File: config.mk
export PLATFORM = sky130hd
export DESIGN_NAME = sensor_frame_statistics
export DESIGN_NICKNAME = d
export VERILOG_FILES = /design/src/rtl/sfs_pkg.sv /design/src/rtl/sfs_alu.sv /design/src/rtl/sfs_out_stage.sv /design/src/rtl/sensor_frame_statistics.sv
export VERILOG_INCLUDE_DIRS = /design/src /design/src/rtl
export SDC_FILE = /design/constraint.sdc
export NUM_CORES = 1
export LEC_CHECK = 0
export BUFFER_PORTS_ARGS = -buffer_cell sky130_fd_sc_hd__buf_4
export CAP_MARGIN = 20
export CORE_MARGIN = 2
export CORE_UTILIZATION = 40
export CTS_BUF_LIST = sky130_fd_sc_hd__clkbuf_8
export CTS_CLUSTER_DIAMETER = 80
export DETAILED_ROUTE_END_ITERATION = 6
export HOLD_SLACK_MARGIN = 0.08
export PLACE_DENSITY_LB_ADDON = 0.3
export SETUP_SLACK_MARGIN = 0.15
export SLEW_MARGIN = 0
export SYNTH_ARGS = -nofsm -noshare
export SYNTH_HDL_FRONTEND = slang
export SYNTH_SLANG_ARGS = --single-unit
File: constraint.sdc
create_clock -name clk_i -period 5.56 [get_ports clk_i]
set_input_delay 1.112 -clock clk_i [delete_from_list [all_inputs] [get_ports clk_i]]
set_output_delay 1.112 -clock clk_i [all_outputs]
set_load 0.01 [all_outputs]
File: src/rtl/sensor_frame_statistics_defines.svh
// Assertion macros used by the sensor frame statistics RTL.
`ifndef SENSOR_FRAME_STATISTICS_DEFINES_SVH
`define SENSOR_FRAME_STATISTICS_DEFINES_SVH

// Same-cycle implication, disabled while reset is asserted.
`define SFS_ASSERT_IMPLIES(label, clk, rstn, ante, cons) \
  label: assert property (@(posedge clk) disable iff (!rstn) (ante) |-> (cons)) \
    else $error("sensor_frame_statistics: check failed");

// Next-cycle implication, disabled while reset is asserted.
`define SFS_ASSERT_NEXT(label, clk, rstn, ante, cons) \
  label: assert property (@(posedge clk) disable iff (!rstn) (ante) |=> (cons)) \
    else $error("sensor_frame_statistics: check failed");

`endif

File: src/rtl/sfs_pkg.sv
// Shared types and constants of the sensor frame statistics block.
`default_nettype none

package sfs_pkg;

  localparam int unsigned SAMPLE_BITS     = 16;
  localparam int unsigned MAX_SAMPLES_DEF = 256;
  localparam int unsigned LEVEL_W         = 15;
  localparam int unsigned COUNT_OUT_W     = 9;
  localparam int unsigned INDEX_OUT_W     = 8;
  localparam int unsigned ALU_W_DEF       = LEVEL_W + $clog2(MAX_SAMPLES_DEF + 1);
  localparam int unsigned CFG_IDX_W       = 2;

  localparam logic [CFG_IDX_W-1:0] REG_WARNING  = 2'd0;
  localparam logic [CFG_IDX_W-1:0] REG_CRITICAL = 2'd1;
  localparam logic [CFG_IDX_W-1:0] REG_SHUTDOWN = 2'd2;

  localparam logic [LEVEL_W-1:0] WARNING_RESET  = 15'd480;
  localparam logic [LEVEL_W-1:0] CRITICAL_RESET = 15'd720;
  localparam logic [LEVEL_W-1:0] SHUTDOWN_RESET = 15'd960;

  typedef struct packed {
    logic signed [SAMPLE_BITS-1:0] sample;
    logic                          frame_end;
  } in_item_t;

  typedef struct packed {
    logic [COUNT_OUT_W-1:0] total_count;
    logic [COUNT_OUT_W-1:0] error_count;
    logic [LEVEL_W-1:0]     min_value;
    logic [LEVEL_W-1:0]     max_value;
    logic [LEVEL_W-1:0]     mean_value;
    logic                   any_valid;
    logic                   critical_seen;
    logic [INDEX_OUT_W-1:0] first_critical_index;
    logic [COUNT_OUT_W-1:0] normal_count;
    logic [COUNT_OUT_W-1:0] warning_count;
    logic [COUNT_OUT_W-1:0] critical_count;
    logic [COUNT_OUT_W-1:0] shutdown_count;
  } out_item_t;

endpackage

`default_nettype wire

File: src/rtl/sfs_alu.sv
// Shared add, subtract and compare unit of the statistics sequencer.
`default_nettype none

module sfs_alu
  import sfs_pkg::*;
#(
  parameter int unsigned W = ALU_W_DEF
) (
  input  logic [W-1:0] a_i,
  input  logic [W-1:0] b_i,
  input  logic         sub_i,
  output logic [W-1:0] res_o,
  output logic         lt_o
);

  logic [W-1:0] b_eff;
  logic [W:0]   sum;

  assign b_eff = sub_i ? ~b_i : b_i;
  assign sum   = {1'b0, a_i} + {1'b0, b_eff} + (W + 1)'(sub_i);
  assign res_o = sum[W-1:0];
  assign lt_o  = sub_i & ~sum[W];

endmodule

`default_nettype wire

File: src/rtl/sfs_out_stage.sv
// Output register that holds one frame summary until it is transferred.
`default_nettype none

module sfs_out_stage
  import sfs_pkg::*;
(
  input  logic      clk_i,
  input  logic      rst_ni,
  input  logic      load_i,
  input  out_item_t data_i,
  output logic      free_o,
  output logic      out_valid_o,
  input  logic      out_ready_i,
  output out_item_t out_data_o
);

  logic      valid_q, valid_d;
  out_item_t data_q;

  assign free_o = !valid_q || out_ready_i;

  always_comb begin
    valid_d = valid_q;
    if (load_i) begin
      valid_d = 1'b1;
    end else if (out_ready_i) begin
      valid_d = 1'b0;
    end
  end

  always_ff @(posedge clk_i or negedge rst_ni) begin
    if (!rst_ni) begin
      valid_q <= 1'b0;
    end else begin
      valid_q <= valid_d;
    end
  end

  always_ff @(posedge clk_i) begin
    if (load_i) begin
      data_q <= data_i;
    end
  end

  assign out_valid_o = valid_q;
  assign out_data_o  = data_q;

endmodule

`default_nettype wire

File: src/rtl/sensor_frame_statistics.sv
// Per-frame sensor statistics: min, max, mean, error count and threshold bins.
// A valid sample passes TAKE, MIN, MAX, WARN, CRIT, SHUT and SUM before the next ready, a
// negative or ignored sample TAKE only; the shared adder does six steps for a valid sample.
// After the last sample of a frame come the valid count, a divide over ALU_W bits (ALU_W =
// 15 + clog2(MAX_SAMPLES+1), 24 by default) if any sample was valid, and any output stall.
// Reset is asynchronous, active low: thresholds return to 480/720/960, frame state clears.
`default_nettype none
`include "sensor_frame_statistics_defines.svh"

module sensor_frame_statistics
  import sfs_pkg::*;
#(
  parameter int unsigned MAX_SAMPLES = MAX_SAMPLES_DEF
) (
  input  logic                 clk_i,
  input  logic                 rst_ni,
  input  logic                 in_valid_i,
  output logic                 in_ready_o,
  input  in_item_t             in_data_i,
  output logic                 out_valid_o,
  input  logic                 out_ready_i,
  output out_item_t            out_data_o,
  input  logic                 cfg_we_i,
  input  logic [CFG_IDX_W-1:0] cfg_idx_i,
  input  logic [LEVEL_W-1:0]   cfg_data_i
);

  localparam int unsigned CNT_W  = $clog2(MAX_SAMPLES + 1);
  localparam int unsigned PIDX_W = $clog2(MAX_SAMPLES);
  localparam int unsigned SUM_W  = LEVEL_W + CNT_W;
  localparam int unsigned DIV_W  = $clog2(SUM_W);

  localparam logic [3:0] S_IDLE = 4'd0;
  localparam logic [3:0] S_TAKE = 4'd1;
  localparam logic [3:0] S_MIN  = 4'd2;
  localparam logic [3:0] S_MAX  = 4'd3;
  localparam logic [3:0] S_WARN = 4'd4;
  localparam logic [3:0] S_CRIT = 4'd5;
  localparam logic [3:0] S_SHUT = 4'd6;
  localparam logic [3:0] S_SUM  = 4'd7;
  localparam logic [3:0] S_VCNT = 4'd8;
  localparam logic [3:0] S_DIV  = 4'd9;
  localparam logic [3:0] S_LOAD = 4'd10;

  localparam logic [1:0] BIN_NORMAL   = 2'd0;
  localparam logic [1:0] BIN_WARNING  = 2'd1;
  localparam logic [1:0] BIN_CRITICAL = 2'd2;
  localparam logic [1:0] BIN_SHUTDOWN = 2'd3;

  logic [3:0]         state_q, state_d;
  logic [LEVEL_W-1:0] warn_q, warn_d, crit_q, crit_d, shut_q, shut_d;
  logic [CNT_W-1:0]   pos_q, pos_d, err_q, err_d;
  logic [LEVEL_W-1:0] min_q, min_d, max_q, max_d;
  logic [SUM_W-1:0]   sum_q, sum_d;
  logic               seen_q, seen_d, crit_seen_q, crit_seen_d;
  logic [PIDX_W-1:0]  crit_pos_q, crit_pos_d;
  logic [CNT_W-1:0]   tally_q [4];
  logic [CNT_W-1:0]   tally_d [4];

  logic [LEVEL_W-1:0] v_q, v_d;
  logic               neg_q, neg_d, end_q, end_d;
  logic               lt_warn_q, lt_warn_d, lt_crit_q, lt_crit_d;
  logic [CNT_W-1:0]   div_q, div_d;
  logic [SUM_W-1:0]   rem_q, rem_d;
  logic [DIV_W-1:0]   dcnt_q, dcnt_d;

  logic [SUM_W-1:0]   alu_a, alu_b, alu_res, rem_shift;
  logic               alu_sub, alu_lt;
  logic [1:0]         bin_sel;
  logic               out_load, out_free;
  out_item_t          out_item;
  logic [31:0]        pos_x, err_x, crit_x, n_x, w_x, c_x, s_x;
  logic [CNT_W+1:0]   bin_total;

  assign in_ready_o = (state_q == S_IDLE);
  assign rem_shift  = {rem_q[SUM_W-2:0], sum_q[SUM_W-1]};

  sfs_alu #(
    .W (SUM_W)
  ) u_alu (
    .a_i   (alu_a),
    .b_i   (alu_b),
    .sub_i (alu_sub),
    .res_o (alu_res),
    .lt_o  (alu_lt)
  );

  always_comb begin
    alu_a   = '0;
    alu_b   = '0;
    alu_sub = 1'b1;
    case (state_q)
      S_MIN: begin
        alu_a = SUM_W'(v_q);
        alu_b = SUM_W'(min_q);
      end
      S_MAX: begin
        alu_a = SUM_W'(max_q);
        alu_b = SUM_W'(v_q);
      end
      S_WARN: begin
        alu_a = SUM_W'(v_q);
        alu_b = SUM_W'(warn_q);
      end
      S_CRIT: begin
        alu_a = SUM_W'(v_q);
        alu_b = SUM_W'(crit_q);
      end
      S_SHUT: begin
        alu_a = SUM_W'(v_q);
        alu_b = SUM_W'(shut_q);
      end
      S_SUM: begin
        alu_a   = sum_q;
        alu_b   = SUM_W'(v_q);
        alu_sub = 1'b0;
      end
      S_VCNT: begin
        alu_a = SUM_W'(pos_q);
        alu_b = SUM_W'(err_q);
      end
      S_DIV: begin
        alu_a = rem_shift;
        alu_b = SUM_W'(div_q);
      end
      default: begin
        alu_a = '0;
      end
    endcase
  end

  always_comb begin
    if (lt_warn_q) begin
      bin_sel = BIN_NORMAL;
    end else if (lt_crit_q) begin
      bin_sel = BIN_WARNING;
    end else if (alu_lt) begin
      bin_sel = BIN_CRITICAL;
    end else begin
      bin_sel = BIN_SHUTDOWN;
    end
  end

  always_comb begin
    state_d     = state_q;
    warn_d      = warn_q;
    crit_d      = crit_q;
    shut_d      = shut_q;
    pos_d       = pos_q;
    err_d       = err_q;
    min_d       = min_q;
    max_d       = max_q;
    sum_d       = sum_q;
    seen_d      = seen_q;
    crit_seen_d = crit_seen_q;
    crit_pos_d  = crit_pos_q;
    tally_d     = tally_q;
    v_d         = v_q;
    neg_d       = neg_q;
    end_d       = end_q;
    lt_warn_d   = lt_warn_q;
    lt_crit_d   = lt_crit_q;
    div_d       = div_q;
    rem_d       = rem_q;
    dcnt_d      = dcnt_q;
    out_load    = 1'b0;

    if (cfg_we_i) begin
      case (cfg_idx_i)
        REG_WARNING:  warn_d = cfg_data_i;
        REG_CRITICAL: crit_d = cfg_data_i;
        REG_SHUTDOWN: shut_d = cfg_data_i;
        default:      warn_d = warn_q;
      endcase
    end

    case (state_q)
      S_IDLE: begin
        if (in_valid_i) begin
          v_d     = in_data_i.sample[LEVEL_W-1:0];
          neg_d   = in_data_i.sample[SAMPLE_BITS-1];
          end_d   = in_data_i.frame_end;
          state_d = S_TAKE;
        end
      end
      S_TAKE: begin
        if (pos_q >= CNT_W'(MAX_SAMPLES)) begin
          state_d = end_q ? S_VCNT : S_IDLE;
        end else if (neg_q) begin
          err_d   = err_q + 1'b1;
          pos_d   = pos_q + 1'b1;
          state_d = end_q ? S_VCNT : S_IDLE;
        end else begin
          state_d = S_MIN;
        end
      end
      S_MIN: begin
        if (!seen_q || alu_lt) begin
          min_d = v_q;
        end
        state_d = S_MAX;
      end
      S_MAX: begin
        if (!seen_q || alu_lt) begin
          max_d = v_q;
        end
        seen_d  = 1'b1;
        state_d = S_WARN;
      end
      S_WARN: begin
        lt_warn_d = alu_lt;
        state_d   = S_CRIT;
      end
      S_CRIT: begin
        lt_crit_d = alu_lt;
        if (!alu_lt && !crit_seen_q) begin
          crit_seen_d = 1'b1;
          crit_pos_d  = pos_q[PIDX_W-1:0];
        end
        state_d = S_SHUT;
      end
      S_SHUT: begin
        tally_d[bin_sel] = tally_q[bin_sel] + 1'b1;
        state_d          = S_SUM;
      end
      S_SUM: begin
        sum_d   = alu_res;
        pos_d   = pos_q + 1'b1;
        state_d = end_q ? S_VCNT : S_IDLE;
      end
      S_VCNT: begin
        div_d   = alu_res[CNT_W-1:0];
        rem_d   = '0;
        dcnt_d  = DIV_W'(SUM_W - 1);
        state_d = seen_q ? S_DIV : S_LOAD;
      end
      S_DIV: begin
        rem_d = alu_lt ? rem_shift : alu_res;
        sum_d = {sum_q[SUM_W-2:0], !alu_lt};
        if (dcnt_q == '0) begin
          state_d = S_LOAD;
        end else begin
          dcnt_d = dcnt_q - 1'b1;
        end
      end
      S_LOAD: begin
        if (out_free) begin
          out_load    = 1'b1;
          pos_d       = '0;
          err_d       = '0;
          min_d       = '0;
          max_d       = '0;
          sum_d       = '0;
          seen_d      = 1'b0;
          crit_seen_d = 1'b0;
          crit_pos_d  = '0;
          tally_d     = '{default: '0};
          state_d     = S_IDLE;
        end
      end
      default: begin
        state_d = S_IDLE;
      end
    endcase
  end

  always_ff @(posedge clk_i or negedge rst_ni) begin
    if (!rst_ni) begin
      state_q     <= S_IDLE;
      warn_q      <= WARNING_RESET;
      crit_q      <= CRITICAL_RESET;
      shut_q      <= SHUTDOWN_RESET;
      pos_q       <= '0;
      err_q       <= '0;
      min_q       <= '0;
      max_q       <= '0;
      sum_q       <= '0;
      seen_q      <= 1'b0;
      crit_seen_q <= 1'b0;
      crit_pos_q  <= '0;
      tally_q     <= '{default: '0};
    end else begin
      state_q     <= state_d;
      warn_q      <= warn_d;
      crit_q      <= crit_d;
      shut_q      <= shut_d;
      pos_q       <= pos_d;
      err_q       <= err_d;
      min_q       <= min_d;
      max_q       <= max_d;
      sum_q       <= sum_d;
      seen_q      <= seen_d;
      crit_seen_q <= crit_seen_d;
      crit_pos_q  <= crit_pos_d;
      tally_q     <= tally_d;
    end
  end

  always_ff @(posedge clk_i) begin
    v_q       <= v_d;
    neg_q     <= neg_d;
    end_q     <= end_d;
    lt_warn_q <= lt_warn_d;
    lt_crit_q <= lt_crit_d;
    div_q     <= div_d;
    rem_q     <= rem_d;
    dcnt_q    <= dcnt_d;
  end

  assign pos_x  = 32'(pos_q);
  assign err_x  = 32'(err_q);
  assign crit_x = 32'(crit_pos_q);
  assign n_x    = 32'(tally_q[BIN_NORMAL]);
  assign w_x    = 32'(tally_q[BIN_WARNING]);
  assign c_x    = 32'(tally_q[BIN_CRITICAL]);
  assign s_x    = 32'(tally_q[BIN_SHUTDOWN]);

  always_comb begin
    out_item.total_count          = pos_x[COUNT_OUT_W-1:0];
    out_item.error_count          = err_x[COUNT_OUT_W-1:0];
    out_item.min_value            = min_q;
    out_item.max_value            = max_q;
    out_item.mean_value           = sum_q[LEVEL_W-1:0];
    out_item.any_valid            = seen_q;
    out_item.critical_seen        = crit_seen_q;
    out_item.first_critical_index = crit_x[INDEX_OUT_W-1:0];
    out_item.normal_count         = n_x[COUNT_OUT_W-1:0];
    out_item.warning_count        = w_x[COUNT_OUT_W-1:0];
    out_item.critical_count       = c_x[COUNT_OUT_W-1:0];
    out_item.shutdown_count       = s_x[COUNT_OUT_W-1:0];
  end

  sfs_out_stage u_out (
    .clk_i       (clk_i),
    .rst_ni      (rst_ni),
    .load_i      (out_load),
    .data_i      (out_item),
    .free_o      (out_free),
    .out_valid_o (out_valid_o),
    .out_ready_i (out_ready_i),
    .out_data_o  (out_data_o)
  );

  assign bin_total = (CNT_W + 2)'(tally_q[BIN_NORMAL]) + (CNT_W + 2)'(tally_q[BIN_WARNING])
                   + (CNT_W + 2)'(tally_q[BIN_CRITICAL]) + (CNT_W + 2)'(tally_q[BIN_SHUTDOWN])
                   + (CNT_W + 2)'(err_q);

  `SFS_ASSERT_IMPLIES(a_min_le_max, clk_i, rst_ni, seen_q && state_q == S_IDLE, min_q <= max_q)
  `SFS_ASSERT_IMPLIES(a_bins_balance, clk_i, rst_ni, state_q == S_IDLE, bin_total == (CNT_W + 2)'(pos_q))
  `SFS_ASSERT_IMPLIES(a_crit_before_pos, clk_i, rst_ni, crit_seen_q && state_q == S_IDLE, CNT_W'(crit_pos_q) < pos_q)
  `SFS_ASSERT_NEXT(a_load_shows_result, clk_i, rst_ni, out_load, out_valid_o && state_q == S_IDLE)

endmodule

`default_nettype wire

* Word level (Yosys, flattened, before mapping)
Cells that the tools add are included.
Word-level totals: bits in registers 333, bits of input ports 39, output and inout bits 111
Operators by class: bitwise gates (word level) 4, $add $sub $neg 6, equal/unequal tests 21, reductions and logical operators 36, magnitude comparators 3, mux-type cells 51
Operators by type and width (number):
- case mux 24 bit (5 select lines) | 1
- case mux 15 bit (7 select lines) | 1
- 2-to-1 mux 9 bit | 8
- case mux 24 bit (3 select lines) | 1
- case mux 36 bit (2 select lines) | 1
- case mux 15 bit (2 select lines) | 2
- 2-to-1 mux 24 bit | 2
- case mux 23 bit (2 select lines) | 1
- case mux 4 bit (11 select lines) | 1
- bitwise mux 36 bit | 1
- 2-to-1 mux 36 bit | 1
- 2-to-1 mux 15 bit | 2
- adder 9 x 1 -> 9 bit, second input constant | 3
- case mux 9 bit (3 select lines) | 1
- adder 24 x 24 -> 25 bit | 1
- adder 25 x 1 -> 25 bit | 1
- 2-to-1 mux 4 bit | 6
- NOT 15 -> 24 bit | 1
- 2-to-1 mux 23 bit | 1
- binary-select mux 9 bit (select 2 bit) | 1
- demux 9 bit (select 2 bit) | 1
- != test 2 bit, second input constant | 9
- case mux 9 bit (2 select lines) | 1
- equality test 4 x 3 -> 1 bit, second input constant | 4
- 32 further kinds | 69

* Logic depth before layout (Yosys ltp)
Gate-level depths: netlist of run 1.
depth in word-level cells 19, mapped depth 21

* Hierarchy
Synthesis of run 1 repeated with hierarchy kept, for this count alone.
Unflattened totals: cell total of the unflattened synthesis 1309, area, all modules 15613.7 um^2
By module, submodules not included:
- sensor_frame_statistics | sequential area each 5875.6 um^2, area each 10734.0 um^2, cells an instance 993, times used 1
- sfs_out_stage | sequential area each 3298.2 um^2, area each 3320.7 um^2, cells an instance 112, times used 1
- sfs_alu | sequential area each 0.0 um^2, area each 1559.0 um^2, cells an instance 204, times used 1

* Worst setup path before layout of run 1
OpenSTA, ideal clock, no wires.
kind input to register, start input port out_ready_i, end register u_out.data_q (netlist bit u_out.out_data_o[0]) (enable), path slack 422 ps, data arrival time 4622 ps, stages 4, library setup time 516 ps, path buffers 1, cell sequence nand2b_1 > nand2_1 > inv_2 > clkbuf_1
Between the ends: longest elaborated chain between the ends 3
RTL lines:
- start: declaration | RTL line sensor_frame_statistics.sv:21 | input logic out_ready_i,
- logical OR 1 bit | RTL line sfs_out_stage.sv:20 | assign free_o = !valid_q || out_ready_i;
- 2-to-1 mux 1 bit | RTL line sensor_frame_statistics.sv:247 | if (out_free) begin
- 2-to-1 mux 1 bit | RTL line sensor_frame_statistics.sv:177 | case (state_q)
- net out_load | RTL line sensor_frame_statistics.sv:70 | logic out_load, out_free;
- end signal: assignment | RTL line sfs_out_stage.sv:41 | data_q <= data_i;
- end: declaration | RTL line sfs_out_stage.sv:18 | out_item_t data_q;
The timed path passes the listed nets, and every way through them passes these cells. A chain may end at the register's enable or synchronous reset.

* Worst setup path in the final report of run 1
start register state_q[0], end register tally_q (netlist bit out_item[26])
Between the ends: longest elaborated chain between the ends 19, elaborated cells on any way between the ends 38, classes of those cells 3 x add/sub; 2 x order compare; 10 x eq/ne; 14 x mux; 4 x bitwise; 5 x reduce/logical
RTL lines:
- start: declaration | RTL line sensor_frame_statistics.sv:50 | logic [3:0] state_q, state_d;
- start signal: assignment | RTL line sensor_frame_statistics.sv:283 | state_q <= state_d;
- equality test 4 x 2 -> 1 bit / equality test 4 x 3 -> 1 bit (equally long branches) | RTL line sensor_frame_statistics.sv:92 | case (state_q)
- OR reduction 2 bit (no source line)
- case mux 15 bit (7 select lines) | RTL line sensor_frame_statistics.sv:92
- NOT 15 -> 24 bit | RTL line sfs_alu.sv:19 | assign b_eff = sub_i ? ~b_i : b_i;
- 2-to-1 mux 24 bit | RTL line sfs_alu.sv:19
- adder 24 x 24 -> 25 bit | RTL line sfs_alu.sv:20 | assign sum = {1'b0, a_i} + {1'b0, b_eff} + (W + 1)'(sub_i);
- adder 25 x 1 -> 25 bit | RTL line sfs_alu.sv:20
- NOT 1 bit | RTL line sfs_alu.sv:22 | assign lt_o = sub_i & ~sum[W];
- (+3 left out)
- 2-to-1 mux 2 bit | RTL line sensor_frame_statistics.sv:133 | if (lt_warn_q) begin
- NOT 2 -> 3 bit (not written as such) | RTL line sensor_frame_statistics.sv:223 | tally_d[bin_sel] = tally_q[bin_sel] + 1'b1;
- binary-select mux 9 bit (select 2 bit) (tied with other cells) | RTL line sensor_frame_statistics.sv:223
- 2-to-1 mux 9 bit (not written as such) / logical AND 1 bit (equally long branches) | RTL line sensor_frame_statistics.sv:223
- 2-to-1 mux 9 bit (not written as such) | RTL line sensor_frame_statistics.sv:223
- adder 9 x 1 -> 9 bit / demux 9 bit (select 2 bit) (equally long branches) | RTL line sensor_frame_statistics.sv:223
- bitwise mux 36 bit | RTL line sensor_frame_statistics.sv:223
- case mux 36 bit (2 select lines) | RTL line sensor_frame_statistics.sv:177
- end signal: assignment | RTL line sensor_frame_statistics.sv:295 | tally_q <= tally_d;
- end: declaration | RTL line sensor_frame_statistics.sv:57 | logic [CNT_W-1:0] tally_q [4];
Parallel ways exist; a longest one is shown, timed or not. The select of a mux whose other input is x is not followed.

==> results of run 1 <==
## layer usage
layer | wire length (um) | global-route usage | vias up | share of wire
met5 | 0 | 0 | - | 0
met4 | 903 | 0.06600 | 0 | 0.022
met3 | 2670 | 0.03475 | 71 | 0.065
met2 | 19070 | 0.3292 | 435 | 0.46
met1 | 18700 | 0.3011 | 5567 | 0.45
li1 | - | - | 5125 | -
## per-stage QoR
step	cell area, um2	power (W)	hold slack [ps]
CTS	17910	0.01269	453.6
floorplan	15040	0.008511	423.1
global route	17930	0.01360	464.7
global placement	16810	0.01042	435.4
finish	17930	0.01273	446.6
detailed placement	16820	0.01050	436.0
## sequential cells by signal (all words and copies together), names as in the netlist, 9 cells and up
signal,count
err_q,9
v_q,15
div_q,9
sum_q,24
warn_q,15
shut_q,15
crit_q,15
min_q,15
n_x,9
u_out.out_data_o,109
pos_q,9
rem_q,23
max_q,15
c_x,9
out_item,18
## placed cells by master, fill, tap and decap left out, drive strengths merged, types with 12 or more instances in the layout
cell and n:
a22oi 59, xor2 27, nor3 15, clkbuf 60, nor2 58, edfxtp 165, clkinv 18, nand2b 18
dfstp 12, buf 187, mux2i 16, a22o 12, nand2 179, a222oi 13, a21oi 52, o21ai 121
xnor2 14, dfrtp 156, inv 42, mux2 46, ha 28, a21o 12, nand3 58
## report_power, final
group	internal [W]	total (W)	leakage (nW)	switching, W
clock	0.00110	0.00211	0.606	0.00102
sequential	0.00339	0.00399	3.61	0.000599
combinational	0.00250	0.00662	3.19	0.00412
total	0.00699	0.0127	7.40	0.00574
## cell usage after synthesis (all sizes together), types with 5 or more instances
| cell | instances |
|---|---|
| nand2 | 179 |
| edfxtp | 165 |
| dfrtp | 156 |
| o21ai | 121 |
| a22oi | 59 |
| nand3 | 58 |
| nor2 | 58 |
| a21oi | 52 |
| clkbuf | 49 |
| mux2 | 46 |
| ha | 28 |
| xor2 | 27 |
| inv | 25 |
| buf | 18 |
| nand2b | 18 |
| mux2i | 16 |
| nor3 | 15 |
| xnor2 | 14 |
| a222oi | 13 |
| a21o | 12 |
| a22o | 12 |
| dfstp | 12 |
| a211oi | 11 |
| o22ai | 11 |
| nand4 | 9 |
| or3 | 8 |
| o211ai | 6 |
| o21bai | 5 |
| o221ai | 5 |
## logic make-up (layout without fill, tap and decap cells)
family,Yosys count,in the layout,share of synthesized area
compound gates,342,342,0.1539
xor+xnor,41,41,0.02388
fa+ha+maj,29,29,0.02463
buf+inv,92,314,0.02488
flops,333,333,0.6101
mux,62,62,0.04510
other cells,0,1,0
simple gates,379,379,0.1175
## critical path, stage by stage (launching register included)
cell and delay (ps):
dfrtp_1 530, buf_4 250, nand2b_1 190, nor2_1 80, buf_4 200, a222oi_1 300, nand3_1 150, mux2i_1 150
ha_1 350, and4_1 250, nor3b_4 330, nor4b_2 120, o32a_2 470, o221ai_2 300, ha_1 260, o2111ai_1 190
nor4_2 290, nand3_1 140, xor2_1 320, o21ai_1 110
## repair_timing
action | 4_1_cts | 5_1_grt
resized for setup | 0 | 3
endpoints found under the setup margin | 0 | 4
endpoints found under the hold margin | 0 | 0
## layout make-up
| class | instances | area [um2] | share of cell area |
|---|---|---|---|
| Antenna cell | 1 | 2.502 | 0.0001395 |
| Clock buffer | 60 | 825.8 | 0.04604 |
| Clock inverter | 42 | 260.3 | 0.01451 |
| Inverter | 25 | 96.34 | 0.005372 |
| Multi-Input combinational cell | 853 | 5524 | 0.3080 |
| Sequential cell | 333 | 9176 | 0.5117 |
| Tap cell | 474 | 593.1 | 0.03307 |
| Timing Repair Buffer | 187 | 1456 | 0.08121 |
## final timing paths
| check | startpoint | endpoint | slack [ps] | cells past startpoint |
|---|---|---|---|---|
| max | state_q[0]$_DFFE_PN0P_ | out_item[26]$_DFFE_PN0P_ | 460 | 19 |
| min | crit_pos_q[2]$_DFFE_PN0P_ | u_out.out_data_o[38]$_DFFE_PP_ | 450 | 0 |
| max reg2reg | state_q[0]$_DFFE_PN0P_ | out_item[26]$_DFFE_PN0P_ | 460 | 19 |
| min reg2reg | crit_pos_q[2]$_DFFE_PN0P_ | u_out.out_data_o[38]$_DFFE_PP_ | 450 | 0 |
| max in group asynchronous | rst_ni | crit_q[3]$_DFFE_PN0P_ | 3830 | 2 |
| min in group asynchronous | rst_ni | min_q[8]$_DFFE_PN0P_ | 600 | 1 |
==> out/results.tsv, run 1 <==
stage	metric	value	unit
grt	GRT Total Usage	0.2107	
synthesis	top cell type's share of synthesized area	0.3295	
synthesis	Post-synth EDFFs	165	
synthesis	syn_nets	1346	
timing	worst setup margin	456.4	ps
synthesis	FF+latch count, synth	333	
final_layout	fillers	3406	
place	IO buf count	149	
final_layout	final core occ	0.4807	
power	Peak VDD IR	0.4665	mV
synthesis	area leader, netlist	edfxtp_1	
timing	Final Max Tran Viols	0	
floorplanning	row cnt	71	
timing	final period utilization	0.9179	
synthesis	Main synth FF type	edfxtp_1	
clocking	cts hold-fix bufs	0	
detailed_routing	DRT Wirelength	41.35	mm
worst_setup_path	kind of critical path	reg2reg	
final_layout	Total Nets Final	1522	
place	post-DP HPWL	28.48	mm
floorplanning	boundary pin count	150	
worst_setup_path	Worst Path Arrival	5570	ps
grt	total grt overflow	0	
place	pre-CTS setup slack	502.9	ps
floorplanning	Core Region	37310	um2
synthesis	Synth cell types	80	
place	gp weighted congestion	0.9195	
clocking	clock-pin slew on the worst setup and hold paths	60	ps
timing	Rel. slew slack	0.2404	
clocking	number of clock buffers inserted by TritonCTS	54	
flow_run	Max Cap Viol	0	
synthesis	Ys Warns	0	
timing	TNS Setup	0	ps
detailed_routing	DRC errors left	0	
floorplanning	die area	39160	um2
grt	first-pass GRT wire length	63.47	mm
clocking	Post-CTS Setup Bufs	0	
worst_setup_path	CP required	6030	ps
final_layout	fraction of layout cells with a size suffix above 1	0.2400	
final_layout	Area Growth Syn to Fin	19.27	%
clocking	worst skew pair latency	630	ps
synthesis	main area contributors after synthesis	edfxtp_1 33%, dfrtp_1 26%, nand2_1 4.5%	
clocking	CTS tree	built	
synthesis	post-synthesis sequential area ratio	0.6101	
worst_hold_path	class of the worst hold path	reg2reg	
worst_setup_path	CP Capture Type	flop	
timing	Hold Violations, Final	0	
power	Cell Pwr Density	709.8	nW/um2
floorplanning	Starting Density	0.4030	
timing	crit path time final	5104	ps
clocking	root buffer cell	clkbuf_8	
detailed_routing	Routed Antenna Nets	0	
synthesis	synthesized area per cell	11.77	um2
detailed_routing	via count	11200	
grt	largest net degree at the start of global routing	88	
synthesis	Syn Std Cell Area	15040	um2
clocking	Clock Sinks	333	
floorplanning	die height	197.9	um
detailed_routing	DR vias/cell	5.670	
detailed_routing	first-iteration detailed-routing DRC count	864	
grt	vias in the first global route	10870	
synthesis	Syn Inst Count	1278	
detailed_routing	WL per Instance	20.94	um
detailed_routing	DRT Pass-1 Iters	5	
power	total leakage power	7.404	nW
final_layout	Post-Layout Cell Count	1975	
timing	Setup Skew	46.55	ps
place	DP Cell Count	1871	
run_status	run status	completed	
synthesis	asr flop ratio synth	0.5045	
timing	Final setup viols	0	
clocking	clock tree buffer depth	3	
floorplanning	chip width	197.9	um
timing	Worst Tran Pin Value	1139	ps
worst_setup_path	Worst Path Max Fanout	15	
grt	initial antenna violation count	1	
clocking	htree depth	2	
timing	RSZ-0062 raised after global routing	false	
worst_setup_path	Startpoint Class	flop	
timing	fmax	0.1959	GHz
Note: power is estimated with default switching activity, not from simulation.
==> run 2: changes to the inputs <==
--- a/config.mk
+++ b/config.mk
@@ -15,6 +15,7 @@
 export DETAILED_ROUTE_END_ITERATION = 6
 export HOLD_SLACK_MARGIN = 0.08
 export PLACE_DENSITY_LB_ADDON = 0.3
+export REMOVE_ABC_BUFFERS = 1
 export SETUP_SLACK_MARGIN = 0.15
 export SLEW_MARGIN = 0
 export SYNTH_ARGS = -nofsm -noshare
==> run 2 against run 1 <==
Clock-buffer cell count rose by 5. Setup slack improved by 13 ps. Total power is 0.69% lower. Global-route usage down 0.14 points. Cell count up 0.25%. Final area up 0.50%. Clock power rose by 3%. Die area did not move. Utilization is 0.24 points higher. Clock skew down 13 ps.
==> out/results.tsv, run 2 (synthesis results as in run 1) <==
stage	metric	value	unit	change
clocking	CTS tree	built		unchanged
place	IO buf count	149		unchanged
place	post-DP HPWL	28.01	mm	was 28.48 mm
floorplanning	chip width	197.9	um	unchanged
worst_setup_path	CP Capture Type	flop		unchanged
timing	fmax	0.1964	GHz	was 0.1959 GHz
grt	GRT Total Usage	0.2093		was 0.2107
timing	RSZ-0062 raised after global routing	false		unchanged
grt	total grt overflow	0		unchanged
final_layout	multi-input logic area	5538	um2	was 5524 um2
timing	crit path time final	5090	ps	was 5104 ps
final_layout	commonest non-fill, non-tap cell in the layout	buf_4		unchanged
grt	largest net degree at the start of global routing	103		was 88
place	DP Cell Count	1875		was 1871
timing	TNS Setup	0	ps	unchanged
clocking	cts hold-fix bufs	0		unchanged
timing	Rel. slew slack	0.2749		was 0.2404
final_layout	Post-Layout Cell Count	1980		was 1975
detailed_routing	via count	11160		was 11200
timing	Setup Skew	33.11	ps	was 46.55 ps
timing	Hold Violations, Final	0		unchanged
worst_setup_path	reg2reg setup slack	470	ps	was 460 ps
final_layout	Area Growth Syn to Fin	19.87	%	was 19.27%
final_layout	post-layout instance area	18020	um2	was 17930 um2
clocking	Clock Sinks	333		unchanged
timing	Final setup viols	0		unchanged
floorplanning	Core Region	37310	um2	unchanged
place	Placed Area	16870	um2	was 16820 um2
detailed_routing	first-iteration detailed-routing DRC count	954		was 864
worst_setup_path	Worst Path Arrival	5530	ps	was 5570 ps
final_layout	commonest cells after routing, fill and taps aside	184 x buf_4, 179 x nand2_1, 165 x edfxtp_1, 154 x dfrtp_1, 107 x o21ai_0		was 181 x buf_4, 179 x nand2_1, 165 x edfxtp_1, 154 x dfrtp_1, 107 x o21ai_0
detailed_routing	Routed Antenna Nets	0		unchanged
floorplanning	die area	39160	um2	unchanged
flow_run	Max Cap Viol	0		unchanged
timing	Final Max Tran Viols	0		unchanged
detailed_routing	DRC errors left	0		unchanged
clocking	number of clock buffers inserted by TritonCTS	55		was 54
worst_hold_path	class of the worst hold path	reg2reg		unchanged
floorplanning	Starting Density	0.4030		unchanged
clocking	clock tree buffer depth	3		unchanged
worst_setup_path	CP required	6000	ps	was 6030 ps
worst_setup_path	Worst path slowest cell	dfrtp_2		was dfrtp_1
clocking	worst skew pair latency	610	ps	was 630 ps
timing	final period utilization	0.9156		was 0.9179
clocking	htree depth	2		unchanged
timing	Worst Tran Pin Value	1084	ps	was 1139 ps
worst_setup_path	Startpoint Class	flop		unchanged
final_layout	max reg flops	109		unchanged
detailed_routing	DRT Pass-1 Iters	6		was 5
clocking	clock-pin slew on the worst setup and hold paths	60	ps	about the same
grt	first-pass GRT wire length	63.02	mm	was 63.47 mm
worst_setup_path	Worst Path Max Fanout	21		was 15
final_layout	fraction of layout cells with a size suffix above 1	0.2419		was 0.2400
floorplanning	row cnt	71		unchanged
grt	vias in the first global route	10880		was 10870
worst_setup_path	crit path cell chain	nand2b_2 -> nor2_1 -> buf_4 -> a222oi_1 -> nand3_1 -> mux2i_1 -> ha_1 -> and4_1 -> nor3b_4 -> nor4b_2 -> o32a_2 -> o221ai_2 -> ha_1 -> o2111ai_1 -> nor4_2 -> nand3_1 -> xor2_1 -> o21ai_1		was buf_4 -> nand2b_1 -> nor2_1 -> buf_4 -> a222oi_1 -> nand3_1 -> mux2i_1 -> ha_1 -> and4_1 -> nor3b_4 -> nor4b_2 -> o32a_2 -> o221ai_2 -> ha_1 -> o2111ai_1 -> nor4_2 -> nand3_1 -> xor2_1 -> o21ai_1
power	total leakage power	7.482	nW	was 7.404 nW
final_layout	Reg area	9176	um2	unchanged
place	gp weighted congestion	0.8959		was 0.9195
worst_setup_path	kind of critical path	reg2reg		unchanged
floorplanning	boundary pin count	150		unchanged
power	Cell Pwr Density	701.3	nW/um2	was 709.8 nW/um2
detailed_routing	DRT Wirelength	40.92	mm	was 41.35 mm
final_layout	fillers	3344		was 3406
final_layout	Total Nets Final	1527		was 1522
clocking	root buffer cell	clkbuf_8		unchanged
detailed_routing	WL per Instance	20.67	um	was 20.94 um
run_status	run status	completed		unchanged
detailed_routing	DR vias/cell	5.636		was 5.670
power	Peak VDD IR	0.5992	mV	was 0.4665 mV
grt	initial antenna violation count	1		unchanged
floorplanning	die height	197.9	um	unchanged
worst_setup_path	Largest stage delay, worst path	580	ps	was 530 ps
[run 2: worst max-delay path: cells and delay by family, from the launching register on]
kind            cells  cell delay, ps
compound gates      5            1360
xor+xnor            1             300
fa+ha+maj           2             580
buf+inv             1             220
flops               1             580
mux                 1             150
simple gates        8            1730
[run 2: power by group]
part           internal, W  switching [W]  leakage (nW)  total [W]
combinational      0.00248        0.00402          3.21    0.00650
sequential         0.00339       0.000571          3.61    0.00396
clock              0.00120       0.000977         0.661    0.00218
[run 2: area by class of cell]
| type | instances | area share |
|---|---|---|
| diodes | 1 | 0.0001388 |
| clock buffers | 65 | 0.04963 |
| clock inverters | 38 | 0.01333 |
| inverters | 25 | 0.005345 |
| multi-input cells | 854 | 0.3072 |
| flip-flops and latches | 333 | 0.5091 |
| well taps | 474 | 0.03290 |
| repair buffers | 190 | 0.08233 |
[run 2: repair_timing]
action | 4_1_cts | 5_1_grt
setup endpoints to repair | 0 | 50
buffers inserted | 0 | 0
gates resized for setup | 0 | 4
hold endpoints to repair | 0 | 0
[run 2: worst paths after layout]
kind | startpoint | endpoint | cells after the start
setup / recovery | state_q[1]$_DFFE_PN0P_ | out_item[8]$_DFFE_PN0P_ | 18
min in group asynchronous | rst_ni | err_q[8]$_DFFE_PN0P_ | 1
setup reg to reg | state_q[1]$_DFFE_PN0P_ | out_item[8]$_DFFE_PN0P_ | 18
hold reg to reg | crit_pos_q[0]$_DFFE_PN0P_ | u_out.out_data_o[36]$_DFFE_PP_ | 0
max in group asynchronous | rst_ni | out_item[2]$_DFFE_PN0P_ | 2
hold / removal | crit_pos_q[0]$_DFFE_PN0P_ | u_out.out_data_o[36]$_DFFE_PP_ | 0
[run 2: layer usage]
metal,up-vias,track usage,routed length [um]
met2,468,0.3157,17970
met1,5440,0.3095,18770
met5,-,0,0
met3,86,0.02862,3003
met4,0,0.07352,1174
li1,5165,-,-
[run 2: through the flow]
step,util,setup slack (ps),hold slack [ps],total power [W]
2_1_floorplan,-,-1361,424.5,0.008291
3_3_place_gp,0.4519,521.9,436.4,0.01031
3_5_place_dp,0.4522,316.4,438.9,0.01040
4_1_cts,0.4826,269.6,446.0,0.01264
5_1_grt,0.4831,153.7,461.7,0.01357
6_report,0.4831,469.5,442.8,0.01264
==> run 3: changes to the inputs <==
==> constraint.sdc (replaced) <==
create_clock -name clk_i -period 5.56 [get_ports clk_i]
set_input_delay 0.278 -clock clk_i [delete_from_list [all_inputs] [get_ports clk_i]]
set_output_delay 0.278 -clock clk_i [all_outputs]
set_load 0.01 [all_outputs]
==> run 3 against run 2 <==
Maximum frequency is 0.26% lower. Highest routed layer unchanged. Sequential cell count stayed put. Sequential share of layout area is 0.71 points lower. First-iteration DRC count is 17% lower.
==> out/results.tsv, run 3 (synthesis results as in run 1) <==
stage	metric	value	unit	change
worst_setup_path	WP buf/inv	1		unchanged
grt	total grt overflow	0		unchanged
worst_setup_path	Worst path slowest cell	dfrtp_4		was dfrtp_2
power	Psw	0.005602	W	was 0.005565 W
final_layout	fillers	3308		was 3344
timing	Setup Skew	28.36	ps	was 33.11 ps
floorplanning	chip width	197.9	um	unchanged
final_layout	commonest cells after routing, fill and taps aside	186 x buf_4, 179 x nand2_1, 165 x edfxtp_1, 154 x dfrtp_1, 107 x o21ai_0		was 184 x buf_4, 179 x nand2_1, 165 x edfxtp_1, 154 x dfrtp_1, 107 x o21ai_0
final_layout	Area Growth Syn to Fin	21.59	%	was 19.87%
timing	final period utilization	0.9179		was 0.9156
timing	Final Max Tran Viols	0		unchanged
clocking	number of clock buffers inserted by TritonCTS	54		was 55
power	register share of total power	0.314		about the same
place	DP Cell Count	1873		was 1875
power	Peak VDD IR	0.5477	mV	was 0.5992 mV
worst_setup_path	Startpoint Class	flop		unchanged
clocking	CTS tree	built		unchanged
clocking	clock tree buffer depth	3		unchanged
detailed_routing	WL per Instance	20.49	um	was 20.67 um
floorplanning	Core Region	37310	um2	unchanged
detailed_routing	DRT Wirelength	41.16	mm	was 40.92 mm
timing	Worst Tran Pin Value	1065	ps	was 1084 ps
clocking	Post-CTS Setup Bufs	0		unchanged
final_layout	Total Nets Final	1558		was 1527
detailed_routing	first-iteration detailed-routing DRC count	791		was 954
detailed_routing	DR vias/cell	5.556		was 5.636
timing	fmax	0.1959	GHz	was 0.1964 GHz
timing	Hold Violations, Final	0		unchanged
power	total leakage power	7.586	nW	was 7.482 nW
clocking	clock-pin slew on the worst setup and hold paths	60	ps	about the same
worst_setup_path	CP required	6030	ps	was 6000 ps
worst_setup_path	kind of critical path	reg2reg		unchanged
detailed_routing	Routed Antenna Nets	0		unchanged
worst_setup_path	Largest stage delay, worst path	580	ps	about the same
timing	RSZ-0062 raised after global routing	false		unchanged
final_layout	multi-input logic area	5533	um2	was 5538 um2
worst_setup_path	Crit path max-delay family	simple AND/OR/NAND/NOR gates		unchanged
timing	Final setup viols	0		unchanged
final_layout	final core occ	0.4900		was 0.4831
power	total power	0.01261	W	was 0.01264 W
place	gp weighted congestion	0.8752		was 0.8959
timing	Rel. slew slack	0.2878		was 0.2749
detailed_routing	via count	11160		about the same
timing	crit path time final	5104	ps	was 5090 ps
final_layout	max reg flops	109		unchanged
grt	GRT Total Usage	0.2114		was 0.2093
clocking	worst skew pair latency	610	ps	about the same
flow_run	Max Cap Viol	0		unchanged
place	Placed Area	16830	um2	was 16870 um2
grt	first-pass GRT wire length	63.58	mm	was 63.02 mm
power	internal power	0.007008	W	was 0.007076 W
worst_setup_path	CP Capture Type	flop		unchanged
final_layout	fraction of layout cells with a size suffix above 1	0.2410		was 0.2419
grt	vias in the first global route	11020		was 10880
worst_setup_path	crit path cell chain	nand2b_1 -> nor3_1 -> buf_4 -> a22oi_1 -> nand3_1 -> mux2i_1 -> ha_1 -> and4_1 -> nor3b_4 -> nor4b_2 -> o32a_2 -> o221ai_2 -> ha_1 -> o2111ai_1 -> nor4_2 -> nand3_1 -> xor2_1 -> o21ai_1		was nand2b_2 -> nor2_1 -> buf_4 -> a222oi_1 -> nand3_1 -> mux2i_1 -> ha_1 -> and4_1 -> nor3b_4 -> nor4b_2 -> o32a_2 -> o221ai_2 -> ha_1 -> o2111ai_1 -> nor4_2 -> nand3_1 -> xor2_1 -> o21ai_1
power	Sw Share	0.4443		was 0.4402
clocking	htree depth	2		unchanged
floorplanning	die area	39160	um2	unchanged
run_status	run status	completed		unchanged
clocking	Clock Sinks	333		unchanged
clocking	root buffer cell	clkbuf_8		unchanged
floorplanning	row cnt	71		unchanged
detailed_routing	DRC errors left	0		unchanged
worst_hold_path	class of the worst hold path	in2async		was reg2reg
floorplanning	Starting Density	0.4030		unchanged
floorplanning	die height	197.9	um	unchanged
grt	initial antenna violation count	0		was 1
worst_setup_path	Worst Path Max Fanout	21		unchanged
floorplanning	boundary pin count	150		unchanged
detailed_routing	DRT Pass-1 Iters	7		was 6
final_layout	post-layout instance area	18280	um2	was 18020 um2
place	post-DP HPWL	28.03	mm	was 28.01 mm
final_layout	Post-Layout Cell Count	2009		was 1980
grt	largest net degree at the start of global routing	74		was 103
power	Clk network pwr share	0.169		was 0.172
place	IO buf count	149		unchanged
timing	TNS Setup	0	ps	unchanged
worst_setup_path	Worst Path Arrival	5580	ps	was 5530 ps
final_layout	commonest non-fill, non-tap cell in the layout	buf_4		unchanged
power	Logic pwr share	0.517		was 0.514
final_layout	Reg area	9179	um2	was 9176 um2
final_layout	Inserted Diodes	0		was 1
power	Cell Pwr Density	689.7	nW/um2	was 701.3 nW/um2
[run 3: area by class of cell]
cell class / instances / area share
Clock buffer: 62 / 0.04667
Clock inverter: 39 / 0.01321
Inverter: 25 / 0.005269
Multi-Input combinational cell: 853 / 0.3026
Sequential cell: 333 / 0.5020
Tap cell: 474 / 0.03244
Timing Repair Buffer: 223 / 0.09779
[run 3: power by group through the flow]
stage	registers [W]	clock network, W	logic [W]
5_1_grt	0.00403	0.00229	0.00720
6_report	0.00396	0.00213	0.00652
3_5_place_dp	0.00399	0	0.00637
2_1_floorplan	0.00379	0	0.00450
4_1_cts	0.00395	0.00218	0.00644
3_3_place_gp	0.00398	0	0.00631
[run 3: repair_timing]
action                                 in CTS  in global routing
endpoints found under the hold margin      89                  0
resized for setup                           0                  5
hold buffers                               34                  0
setup endpoints to repair                   0                 52
[run 3: stage by stage]
stage,hold slack [ps],setup slack (ps)
after floorplan,-17.59,-1361
after global placement,157.6,471.3
after detailed placement,160.6,297.9
after CTS,91.60,261.5
after global routing,120.7,167.5
final,109.2,456.3
[run 3: final timing paths]
path                                           startpoint                              to  slack, ps  depth (start not counted)
worst max-delay path               state_q[0]$_DFFE_PN0P_        out_item[26]$_DFFE_PN0P_        460                         18
worst min-delay path                               rst_ni            err_q[8]$_DFFE_PN0P_        110                          2
worst max register to register     state_q[0]$_DFFE_PN0P_        out_item[26]$_DFFE_PN0P_        460                         18
worst min register to register  crit_pos_q[4]$_DFFE_PN0P_  u_out.out_data_o[40]$_DFFE_PP_        450                          0
max in group asynchronous                          rst_ni          state_q[0]$_DFFE_PN0P_       4120                          3
min in group clk_i                             in_valid_i          state_q[1]$_DFFE_PN0P_        160                          4
[run 3: metal layers]
layer  up-vias  GRT usage  wire (um)
met5         -          0          0
met4         0    0.06488        897
met3        59    0.03560       2721
met2       396     0.3269      18730
met1      5507     0.3051      18810
li1       5200          -          -
